`src/bdf_pkg.sv`:
```
// ----------------------------------------------------------------------------
// bdf_pkg
// Shared types and constants of the battery derate factor unit: widths,
// fixed-point limits, reciprocal constants and controller/datapath structs.
// ----------------------------------------------------------------------------
`default_nettype none

package bdf_pkg;

    // widths
    localparam int FRAC_BITS = 16;
    localparam int SAMPLE_W  = 16;
    localparam int ACC_W     = SAMPLE_W + FRAC_BITS;
    localparam int ALPHA_W   = 16;
    localparam int FACTOR_W  = 16;
    localparam int MUL_W     = 32;
    localparam int PROD_W    = 2 * MUL_W;
    localparam int N_W       = 28;
    localparam int Q_W       = 15;
    localparam int IN_W      = 2 * SAMPLE_W;
    localparam int OUT_W     = FACTOR_W + 2 * SAMPLE_W;
    localparam int CFG_IDX_W = 8;

    // lanes
    localparam int NUM_LANES = 2;
    localparam int LANE_V    = 0;
    localparam int LANE_T    = 1;

    // configuration register indexes
    localparam logic [CFG_IDX_W-1:0] CFG_VOLTAGE_ALPHA = CFG_IDX_W'(0);
    localparam logic [CFG_IDX_W-1:0] CFG_TEMP_ALPHA    = CFG_IDX_W'(1);
    localparam logic [ALPHA_W-1:0]   ALPHA_RESET       = ALPHA_W'(58982);
    localparam logic [ALPHA_W:0]     ALPHA_ONE         = (ALPHA_W+1)'(1) << ALPHA_W;

    // factor limits, Q1.15
    localparam logic [FACTOR_W-1:0] FACTOR_ONE = FACTOR_W'(32768);
    localparam logic [FACTOR_W-1:0] FACTOR_MIN = FACTOR_W'(6554);
    localparam longint DROP_MAX = 32768 - 6554;

    // filter rounding and temperature offset
    localparam logic [ACC_W-1:0] ROUND_HALF = ACC_W'(1) << (ALPHA_W - 1);
    localparam logic [ACC_W-1:0] T_BIAS     = ACC_W'(32768) << FRAC_BITS;
    localparam logic [SAMPLE_W-1:0] SIGN_FLIP = SAMPLE_W'(32768);

    // map break points in accumulator units (temperature in offset binary)
    localparam logic [ACC_W-1:0] V_TOP = ACC_W'(35000) << FRAC_BITS;
    localparam logic [ACC_W-1:0] T_BOT = ACC_W'(5000 + 32768) << FRAC_BITS;

    // drop = floor((d + DIV/2) / DIV) after removing common powers of two
    localparam longint DIV_V = longint'(1875) << (FRAC_BITS - 14);
    localparam longint DIV_T = longint'(125) << (FRAC_BITS - 12);
    localparam longint HALF_V = DIV_V / 2;
    localparam longint HALF_T = DIV_T / 2;
    localparam longint LIM_V = (DROP_MAX + 1) * DIV_V;
    localparam longint LIM_T = (DROP_MAX + 1) * DIV_T;

    // reciprocals, q0 = (n * RCP) >> SHIFT is exact or one low
    localparam int RCP_SHIFT_V = 42;
    localparam int RCP_SHIFT_T = 40;
    localparam longint RCP_V = (longint'(1) << RCP_SHIFT_V) / DIV_V;
    localparam longint RCP_T = (longint'(1) << RCP_SHIFT_T) / DIV_T;

    // controller to datapath commands
    typedef struct packed {
        logic load;
        logic mul_old;
        logic mul_new;
        logic update;
        logic prep;
        logic mul_rcp;
        logic mul_back;
        logic fix;
        logic out_load;
    } dp_cmd_t;

    // datapath to controller status
    typedef struct packed {
        logic out_free;
    } dp_sts_t;

endpackage

`default_nettype wire

```
`src/bdf_ctrl.sv`:
```
// ----------------------------------------------------------------------------
// bdf_ctrl
// Sequencer of the derate unit: steps one item through filter update,
// factor mapping and hand-off to the output register.
// ----------------------------------------------------------------------------
`default_nettype none

module bdf_ctrl
    import bdf_pkg::*;
(
    input  wire logic    clk,
    input  wire logic    rst_n,
    input  wire logic    in_valid,
    output logic         in_ready,
    input  wire dp_sts_t sts,
    output dp_cmd_t      cmd
);

    typedef enum logic [8:0] {
        ST_IDLE     = 9'b000000001,
        ST_MUL_OLD  = 9'b000000010,
        ST_MUL_NEW  = 9'b000000100,
        ST_UPDATE   = 9'b000001000,
        ST_PREP     = 9'b000010000,
        ST_MUL_RCP  = 9'b000100000,
        ST_MUL_BACK = 9'b001000000,
        ST_FIX      = 9'b010000000,
        ST_OUT      = 9'b100000000
    } state_t;

    state_t state_reg;
    state_t state_next;

    assign in_ready = (state_reg == ST_IDLE);

    // next state and commands
    always_comb
    begin
        state_next = state_reg;
        cmd        = '0;
        unique case (state_reg)
            ST_IDLE:
            begin
                if (in_valid)
                begin
                    cmd.load   = 1'b1;
                    state_next = ST_MUL_OLD;
                end
            end
            ST_MUL_OLD:
            begin
                cmd.mul_old = 1'b1;
                state_next  = ST_MUL_NEW;
            end
            ST_MUL_NEW:
            begin
                cmd.mul_new = 1'b1;
                state_next  = ST_UPDATE;
            end
            ST_UPDATE:
            begin
                cmd.update = 1'b1;
                state_next = ST_PREP;
            end
            ST_PREP:
            begin
                cmd.prep   = 1'b1;
                state_next = ST_MUL_RCP;
            end
            ST_MUL_RCP:
            begin
                cmd.mul_rcp = 1'b1;
                state_next  = ST_MUL_BACK;
            end
            ST_MUL_BACK:
            begin
                cmd.mul_back = 1'b1;
                state_next   = ST_FIX;
            end
            ST_FIX:
            begin
                cmd.fix    = 1'b1;
                state_next = ST_OUT;
            end
            ST_OUT:
            begin
                if (sts.out_free)
                begin
                    cmd.out_load = 1'b1;
                    state_next   = ST_IDLE;
                end
            end
            default:
            begin
                state_next = ST_IDLE;
            end
        endcase
    end

    // state register
    always_ff @(posedge clk or negedge rst_n)
    begin
        if (!rst_n)
        begin
            state_reg <= ST_IDLE;
        end
        else
        begin
            state_reg <= state_next;
        end
    end

endmodule

`default_nettype wire

```
`src/bdf_datapath.sv`:
```
// ----------------------------------------------------------------------------
// bdf_datapath
// Two lanes (voltage, temperature), each with an EMA accumulator, one
// 32x32 multiplier and a reciprocal divider; plus config and output registers.
// ----------------------------------------------------------------------------
`default_nettype none

module bdf_datapath
    import bdf_pkg::*;
(
    input  wire logic                 clk,
    input  wire logic                 rst_n,
    input  wire dp_cmd_t              cmd,
    output dp_sts_t                   sts,
    input  wire logic [SAMPLE_W-1:0]  in_voltage,
    input  wire logic [SAMPLE_W-1:0]  in_temp,
    input  wire logic                 cfg_wr,
    input  wire logic [CFG_IDX_W-1:0] cfg_idx,
    input  wire logic [ALPHA_W-1:0]   cfg_val,
    output logic                      out_valid,
    input  wire logic                 out_ready,
    output logic [OUT_W-1:0]          out_data
);

    logic [ALPHA_W-1:0]  alpha_reg [NUM_LANES];
    logic [FACTOR_W-1:0] fac_reg   [NUM_LANES];
    logic [ACC_W-1:0]    acc_reg   [NUM_LANES];
    logic [SAMPLE_W-1:0] x_in      [NUM_LANES];

    logic                out_valid_reg;
    logic [OUT_W-1:0]    out_data_reg;
    logic [FACTOR_W-1:0] factor_min;

    // temperature runs in offset binary
    assign x_in[LANE_V] = in_voltage;
    assign x_in[LANE_T] = in_temp ^ SIGN_FLIP;

    // config registers
    always_ff @(posedge clk or negedge rst_n)
    begin
        if (!rst_n)
        begin
            alpha_reg[LANE_V] <= ALPHA_RESET;
            alpha_reg[LANE_T] <= ALPHA_RESET;
        end
        else if (cfg_wr)
        begin
            unique case (cfg_idx)
                CFG_VOLTAGE_ALPHA: alpha_reg[LANE_V] <= cfg_val;
                CFG_TEMP_ALPHA:    alpha_reg[LANE_T] <= cfg_val;
                default:           ;
            endcase
        end
    end

    for (genvar l = 0; l < NUM_LANES; l++)
    begin : g_lane
        localparam logic [ACC_W-1:0] ACC_INIT = (l == LANE_V) ? '0 : T_BIAS;
        localparam int               SHIFT    = (l == LANE_V) ? RCP_SHIFT_V : RCP_SHIFT_T;
        localparam logic [MUL_W-1:0] RCP      = MUL_W'((l == LANE_V) ? RCP_V : RCP_T);
        localparam logic [MUL_W-1:0] DIV      = MUL_W'((l == LANE_V) ? DIV_V : DIV_T);
        localparam logic [ACC_W:0]   HALF     = (ACC_W+1)'((l == LANE_V) ? HALF_V : HALF_T);
        localparam logic [ACC_W:0]   LIM      = (ACC_W+1)'((l == LANE_V) ? LIM_V : LIM_T);

        logic [SAMPLE_W-1:0] x_reg;
        logic [PROD_W-1:0]   prod_reg;
        logic [ACC_W-1:0]    part_reg;
        logic [N_W-1:0]      n_reg;
        logic [Q_W-1:0]      q_reg;
        logic                pass_reg;
        logic                clamp_reg;

        logic [MUL_W-1:0]    mul_a;
        logic [MUL_W-1:0]    mul_b;
        logic [Q_W-1:0]      q_est;
        logic [ACC_W:0]      acc_sum;
        logic                pass;
        logic [ACC_W-1:0]    span;
        logic [ACC_W:0]      n_full;
        logic [N_W-1:0]      rem;
        logic [Q_W-1:0]      drop;

        assign q_est = prod_reg[SHIFT +: Q_W];

        // multiplier operand select
        always_comb
        begin
            mul_a = '0;
            mul_b = '0;
            priority if (cmd.mul_old)
            begin
                mul_a = MUL_W'(alpha_reg[l]);
                mul_b = MUL_W'(acc_reg[l]);
            end
            else if (cmd.mul_new)
            begin
                mul_a = MUL_W'(ALPHA_ONE - {1'b0, alpha_reg[l]});
                mul_b = MUL_W'(x_reg);
            end
            else if (cmd.mul_rcp)
            begin
                mul_a = RCP;
                mul_b = MUL_W'(n_reg);
            end
            else
            begin
                mul_a = DIV;
                mul_b = MUL_W'(q_est);
            end
        end

        // new weight term is a multiple of 2^16, so rounding applies to the old term only
        assign acc_sum = {1'b0, part_reg} + (ACC_W+1)'(prod_reg[ACC_W:0]);

        // distance past the break point
        always_comb
        begin
            if (l == LANE_V)
            begin
                pass = (acc_reg[l] >= V_TOP);
                span = V_TOP - acc_reg[l];
            end
            else
            begin
                pass = (acc_reg[l] <= T_BOT);
                span = acc_reg[l] - T_BOT;
            end
        end

        assign n_full = {1'b0, span} + HALF;

        // one-step correction of the reciprocal quotient
        assign rem  = n_reg - prod_reg[N_W-1:0];
        assign drop = q_reg + Q_W'(rem >= DIV[N_W-1:0]);

        // filter state
        always_ff @(posedge clk or negedge rst_n)
        begin
            if (!rst_n)
            begin
                acc_reg[l] <= ACC_INIT;
            end
            else if (cmd.update)
            begin
                acc_reg[l] <= acc_sum[ACC_W-1:0];
            end
        end

        // working registers
        always_ff @(posedge clk)
        begin
            if (cmd.load)
            begin
                x_reg <= x_in[l];
            end
            if (cmd.mul_old || cmd.mul_new || cmd.mul_rcp || cmd.mul_back)
            begin
                prod_reg <= PROD_W'(mul_a) * PROD_W'(mul_b);
            end
            if (cmd.mul_new)
            begin
                part_reg <= ACC_W'((prod_reg + PROD_W'(ROUND_HALF)) >> ALPHA_W);
            end
            if (cmd.prep)
            begin
                pass_reg  <= pass;
                clamp_reg <= (n_full >= LIM);
                n_reg     <= n_full[N_W-1:0];
            end
            if (cmd.mul_back)
            begin
                q_reg <= q_est;
            end
            if (cmd.fix)
            begin
                if (pass_reg)
                begin
                    fac_reg[l] <= FACTOR_ONE;
                end
                else if (clamp_reg)
                begin
                    fac_reg[l] <= FACTOR_MIN;
                end
                else
                begin
                    fac_reg[l] <= FACTOR_ONE - FACTOR_W'(drop);
                end
            end
        end
    end

    assign factor_min = (fac_reg[LANE_V] < fac_reg[LANE_T]) ? fac_reg[LANE_V]
                                                           : fac_reg[LANE_T];

    // output register valid
    always_ff @(posedge clk or negedge rst_n)
    begin
        if (!rst_n)
        begin
            out_valid_reg <= 1'b0;
        end
        else if (cmd.out_load)
        begin
            out_valid_reg <= 1'b1;
        end
        else if (out_ready)
        begin
            out_valid_reg <= 1'b0;
        end
    end

    // output register data
    always_ff @(posedge clk)
    begin
        if (cmd.out_load)
        begin
            out_data_reg <= {acc_reg[LANE_T][ACC_W-1 -: SAMPLE_W] ^ SIGN_FLIP,
                             acc_reg[LANE_V][ACC_W-1 -: SAMPLE_W],
                             factor_min};
        end
    end

    assign sts.out_free = !out_valid_reg || out_ready;
    assign out_valid    = out_valid_reg;
    assign out_data     = out_data_reg;

endmodule

`default_nettype wire

```
`src/battery_derate_factor_unit.sv`:
```
// ----------------------------------------------------------------------------
// battery_derate_factor_unit
// Filters cell voltage and temperature readings and maps both onto a
// current derate factor in Q1.15, reporting the smaller one.
//
//  channel   dir  handshake            beat contents
//  s_*       in   s_tvalid/s_tready    low_voltage_raw, high_temp_raw
//  m_*       out  m_tvalid/m_tready    derate_factor, filtered_voltage, filtered_temp
//  cfg_*     in   cfg_valid/cfg_ready  cfg_index, cfg_data (alpha registers)
//
// from input beat to output valid, an item runs through the steps of the
// sequencer: two filter multiplies, update, prep, reciprocal multiply,
// back-multiply, correction and output load on one multiplier per lane.
// a new input beat is taken the cycle after the output register is loaded.
// if the output register still holds an untaken result, the item waits
// in its last step; cfg_ready is always high.
// reset clears the filters and loads the default alphas.
// ----------------------------------------------------------------------------
`default_nettype none

module battery_derate_factor_unit
    import bdf_pkg::*;
(
    input  wire logic                 clk,
    input  wire logic                 rst_n,
    input  wire logic                 s_tvalid,
    output logic                      s_tready,
    input  wire logic [IN_W-1:0]      s_tdata,   // low_voltage_raw, high_temp_raw
    output logic                      m_tvalid,
    input  wire logic                 m_tready,
    output logic [OUT_W-1:0]          m_tdata,   // derate_factor, filtered_voltage, filtered_temp
    input  wire logic                 cfg_valid,
    output logic                      cfg_ready,
    input  wire logic [CFG_IDX_W-1:0] cfg_index,
    input  wire logic [ALPHA_W-1:0]   cfg_data
);

    dp_cmd_t cmd;
    dp_sts_t sts;

    assign cfg_ready = 1'b1;

    // sequencer
    bdf_ctrl u_ctrl (
        .clk      (clk),
        .rst_n    (rst_n),
        .in_valid (s_tvalid),
        .in_ready (s_tready),
        .sts      (sts),
        .cmd      (cmd)
    );

    // arithmetic
    bdf_datapath u_datapath (
        .clk        (clk),
        .rst_n      (rst_n),
        .cmd        (cmd),
        .sts        (sts),
        .in_voltage (s_tdata[SAMPLE_W-1:0]),
        .in_temp    (s_tdata[IN_W-1 -: SAMPLE_W]),
        .cfg_wr     (cfg_valid && cfg_ready),
        .cfg_idx    (cfg_index),
        .cfg_val    (cfg_data),
        .out_valid  (m_tvalid),
        .out_ready  (m_tready),
        .out_data   (m_tdata)
    );

endmodule

`default_nettype wire

```
`config.mk`:
```
export PLATFORM = sky130hd
export DESIGN_NAME = battery_derate_factor_unit
export DESIGN_NICKNAME = d
export VERILOG_FILES = /design/src/bdf_pkg.sv /design/src/bdf_ctrl.sv /design/src/bdf_datapath.sv /design/src/battery_derate_factor_unit.sv
export SDC_FILE = /design/constraint.sdc
export NUM_CORES = 2
export LEC_CHECK = 0
export BUFFER_PORTS_ARGS = -buffer_cell sky130_fd_sc_hd__buf_2
export CAP_MARGIN = 5
export CORE_MARGIN = 4
export CORE_UTILIZATION = 55
export DETAILED_ROUTE_END_ITERATION = 10
export MAX_ROUTING_LAYER = met4
export PLACE_DENSITY_LB_ADDON = 0.1
export SLEW_MARGIN = 20
export SYNTH_ARGS = -nofsm -noshare
export SYNTH_HDL_FRONTEND = slang
export SYNTH_SLANG_ARGS = --single-unit
```
`constraint.sdc`:
```
create_clock -name clk -period 34 [get_ports clk]
set_clock_uncertainty 0.15 [all_clocks]
set_input_delay 6.8 -clock clk [delete_from_list [all_inputs] [get_ports clk]]
set_output_delay 6.8 -clock clk [all_outputs]
set_load 0.01 [all_outputs]
```
==> results.md <==
* CTS tree: yes
* CP dominant cell by count: fa_1
* Routed Wire Length at around 250,000 µm
* Hold Crit Class: register to register
* HPWL after detailed placement at roughly 200,000 µm
* Vias at approximately 58,000
* Most common cell after layout, fill and taps aside: inv_1
* Setup WS post-layout at between 20 and 25 ns
* Rows at 134
* M1 WL at 106,600 µm
* Max Freq at roughly 0.08 GHz
* Asr flop ratio synth at ~22%
* Synth Area per Inst at 9.403 µm²
* # Post-CTS Setup Buffers at 0
* # setup viols final at 0
* CP Capture Type: register
* Post-CTS sizing at 0
* Fillers at ~12,000
* Slowest CP cell: buf_4
* Die footprint at between 0.1 and 0.15 mm²
* Met3 WL post-DR at a little over 30,000 µm
* Synthesized area at approximately 0.074 mm²
* Vias in the first global route at slightly below 60,000
* # port buffers at 110
* Clock Tree Buf Depth at 3
* Post-synthesis adder-cell area fraction at 44.79%
* Top FF cell, synth: edfxtp_1
* WP data required at around 34 ns
* Via-to-Cell Ratio at 5.883
* Delay of the slowest critical-path stage at around 0.77 ns
* DRC Markers at 0
* Post-synthesis xor/xnor area fraction at ~4.2%
* Synth Area in Compound Gates at approximately 8.4%
* Simple-gate share of the synthesized area at a little over an eighth
* Uppermost layer routed: met4
* Core Util, Final at roughly three fifths
* Clock Latency Late Sink at 0.68 ns
* Cts hold-fix bufs at 0
* Min cycle time layout at 12.31 ns
* WL met2 at between 100,000 and 150,000 µm
* CTS Buf Count at 59
* Synth Instances at 7,923
* GR Overflow Total at 0
* Hold path cells at 0
* Final hold viol count at 0
* FF+latch area at 0.01403 mm²
* Post-synth EDFFs at about 380
* Final Cycle Share at ~36%
* Clock tree root driver cell: clkbuf_16
* Placed cell area at around 0.077 mm²
* Post-synthesis mux area share at less than 1%
* Final instance area at 0.07954 mm²
* Area growth syn-to-layout at 6.763%
* Final nets at approximately 10,000
* RSZ-0062 raised after global routing: no
* Crit Path Category: register to register
* Max cap viols at 0
* Number of flip-flops under the largest register name at 112
* Relative slew margins at ~16%
* Sink Count at 484
* GP Congestion at about 1.0
* Worst-Margin Slew at between 1 and 1.5 ns
* DRT Pass-1 Iters at 6
* Pin count of the biggest net entering global routing at 72
* Most frequent cells in the layout: inv_1, fa_1, nor2_1
* Final Max Slew Viols at 0
* Initial antenna violation count at 6
* Multi-input combinational cell area at about 0.054 mm²
* Outcome: completed
* Ys Warns at 0
* DR WL/cell at ~25 µm
* Die Width at 376.0 µm
* Register area share after synthesis at 18.83%
* Post-Place Setup Slack at between 20 and 25 ns
* First-pass GRT wire length at 373,700 µm
* CORE AREA at 0.1340 mm²
* Chip Height at between 300 and 400 µm
* #FFs+latches synth at 484
* Largest family of logic cells by synthesized area: adder cells
* Largest fanout on the critical path at 71
* Antenna-violating nets left at 0
* Critical Path Start Type: register
* Crit path arrival time at approximately 13 ns
* I/O pins at ~110
* Initial core utilization at a little under three fifths
* GRT Total Usage at a little over a third
* Post-route setup TNS at 0 ns
* Clk pin slew, worst setup/hold paths at approximately 0.06 ns
* Path depth of the worst reg2reg path at 36
* Share of cells above drive strength 1 at a little over 6%
* 1st-iter DRT viols at ~5,800
* H-tree levels at 2
* Library cells used by synthesis at 96
[final cells by class]
cell class	instances	area share, %
tap	1768	2.781
multi-input combinational	5610	67.59
sequential	484	17.64
antenna	8	0.02517
inverter	1603	7.573
clock inverter	26	0.3980
clock buffer	85	2.149
timing repair buffer	232	1.847
[metrics by stage]
stage | hold WS, ns | instances
after global routing | 0.3251 | 9812
after floorplan | 0.2731 | 7972
after global placement | 0.2851 | 9697
after detailed placement | 0.2931 | 9697
after CTS | 0.3080 | 9808
final | 0.3065 | 9816
[synth_stat cells, types with 11 or more instances]
library cell / n / area, µm²
a21o_1: 109 / 818.3
dfstp_2: 20 / 525.5
o211ai_1: 16 / 120.1
fa_1: 1196 / 23940
xnor2_1: 230 / 2014
clkbuf_1: 249 / 934.7
nor3b_1: 11 / 82.58
nand2b_1: 45 / 281.5
a2111oi_0: 16 / 140.1
dfrtp_1: 86 / 2152
nor3_1: 100 / 500.5
or2_2: 32 / 200.2
a21oi_1: 247 / 1236
o21ai_0: 204 / 1021
nor4_1: 29 / 181.4
nand4_1: 44 / 275.3
a21boi_0: 13 / 97.59
mux2_2: 52 / 585.6
or4_1: 15 / 112.6
buf_1: 21 / 78.83
a211oi_1: 28 / 210.2
a31oi_1: 37 / 231.5
edfxtp_1: 378 / 11350
o21bai_1: 29 / 217.7
o311a_1: 11 / 110.1
nand3_1: 112 / 560.5
o22ai_1: 39 / 244.0
ha_1: 753 / 9422
o31ai_1: 24 / 180.2
nor2_1: 860 / 3228
or3_1: 45 / 281.5
inv_1: 1601 / 6010
o21a_1: 60 / 450.4
nor2b_1: 37 / 231.5
and2_1: 60 / 375.4
and3_1: 90 / 563.0
o21ai_1: 13 / 65.06
xor2_1: 129 / 1130
nand2_1: 694 / 2605
a221oi_1: 12 / 105.1
[path summary, 6_finish.rpt]
| kind | startpoint | slack, ns | end |
|---|---|---|---|
| max | u_ctrl.state_reg[3] | 21.69 | u_datapath.g_lane[0].prod_reg[55] |
| min | u_datapath.acc_reg[29] | 0.31 | u_datapath.out_data[45] |
| max reg2reg | u_ctrl.state_reg[3] | 21.69 | u_datapath.g_lane[0].prod_reg[55] |
| min reg2reg | u_datapath.acc_reg[29] | 0.31 | u_datapath.out_data[45] |
| max in group asynchronous | rst_n | 26.18 | u_datapath.alpha_reg[27] |
| min in group asynchronous | rst_n | 6.08 | u_datapath.acc_reg[14] |
[metal layers]
layer	up-vias	global-route usage, %
li1	25340	-
met1	29270	52.75
met2	2793	51.30
met3	338	10.17
met4	0	8.829
met5	-	-
[critical path: cells and delay by family (launching register included)]
kind	cells	cell delay, ns
and+or+nand+nor	7	1.13
DFF	1	0.43
AOI/OAI and AO/OA	12	3.57
adders and majority gates	9	4.51
buffers and inverters	8	2.21
[kinds of logic after synthesis]
logic type      after synthesis
other cells                   2
buf+inv                    1878
mux                          62
flops                       484
simple gates               2222
compound gates              967
xor+xnor                    359
fa+ha+maj                  1949
Power is left out: the tool's default activity adds up to more than one toggle a clock period on the data nets, which glitch-free logic cannot reach.
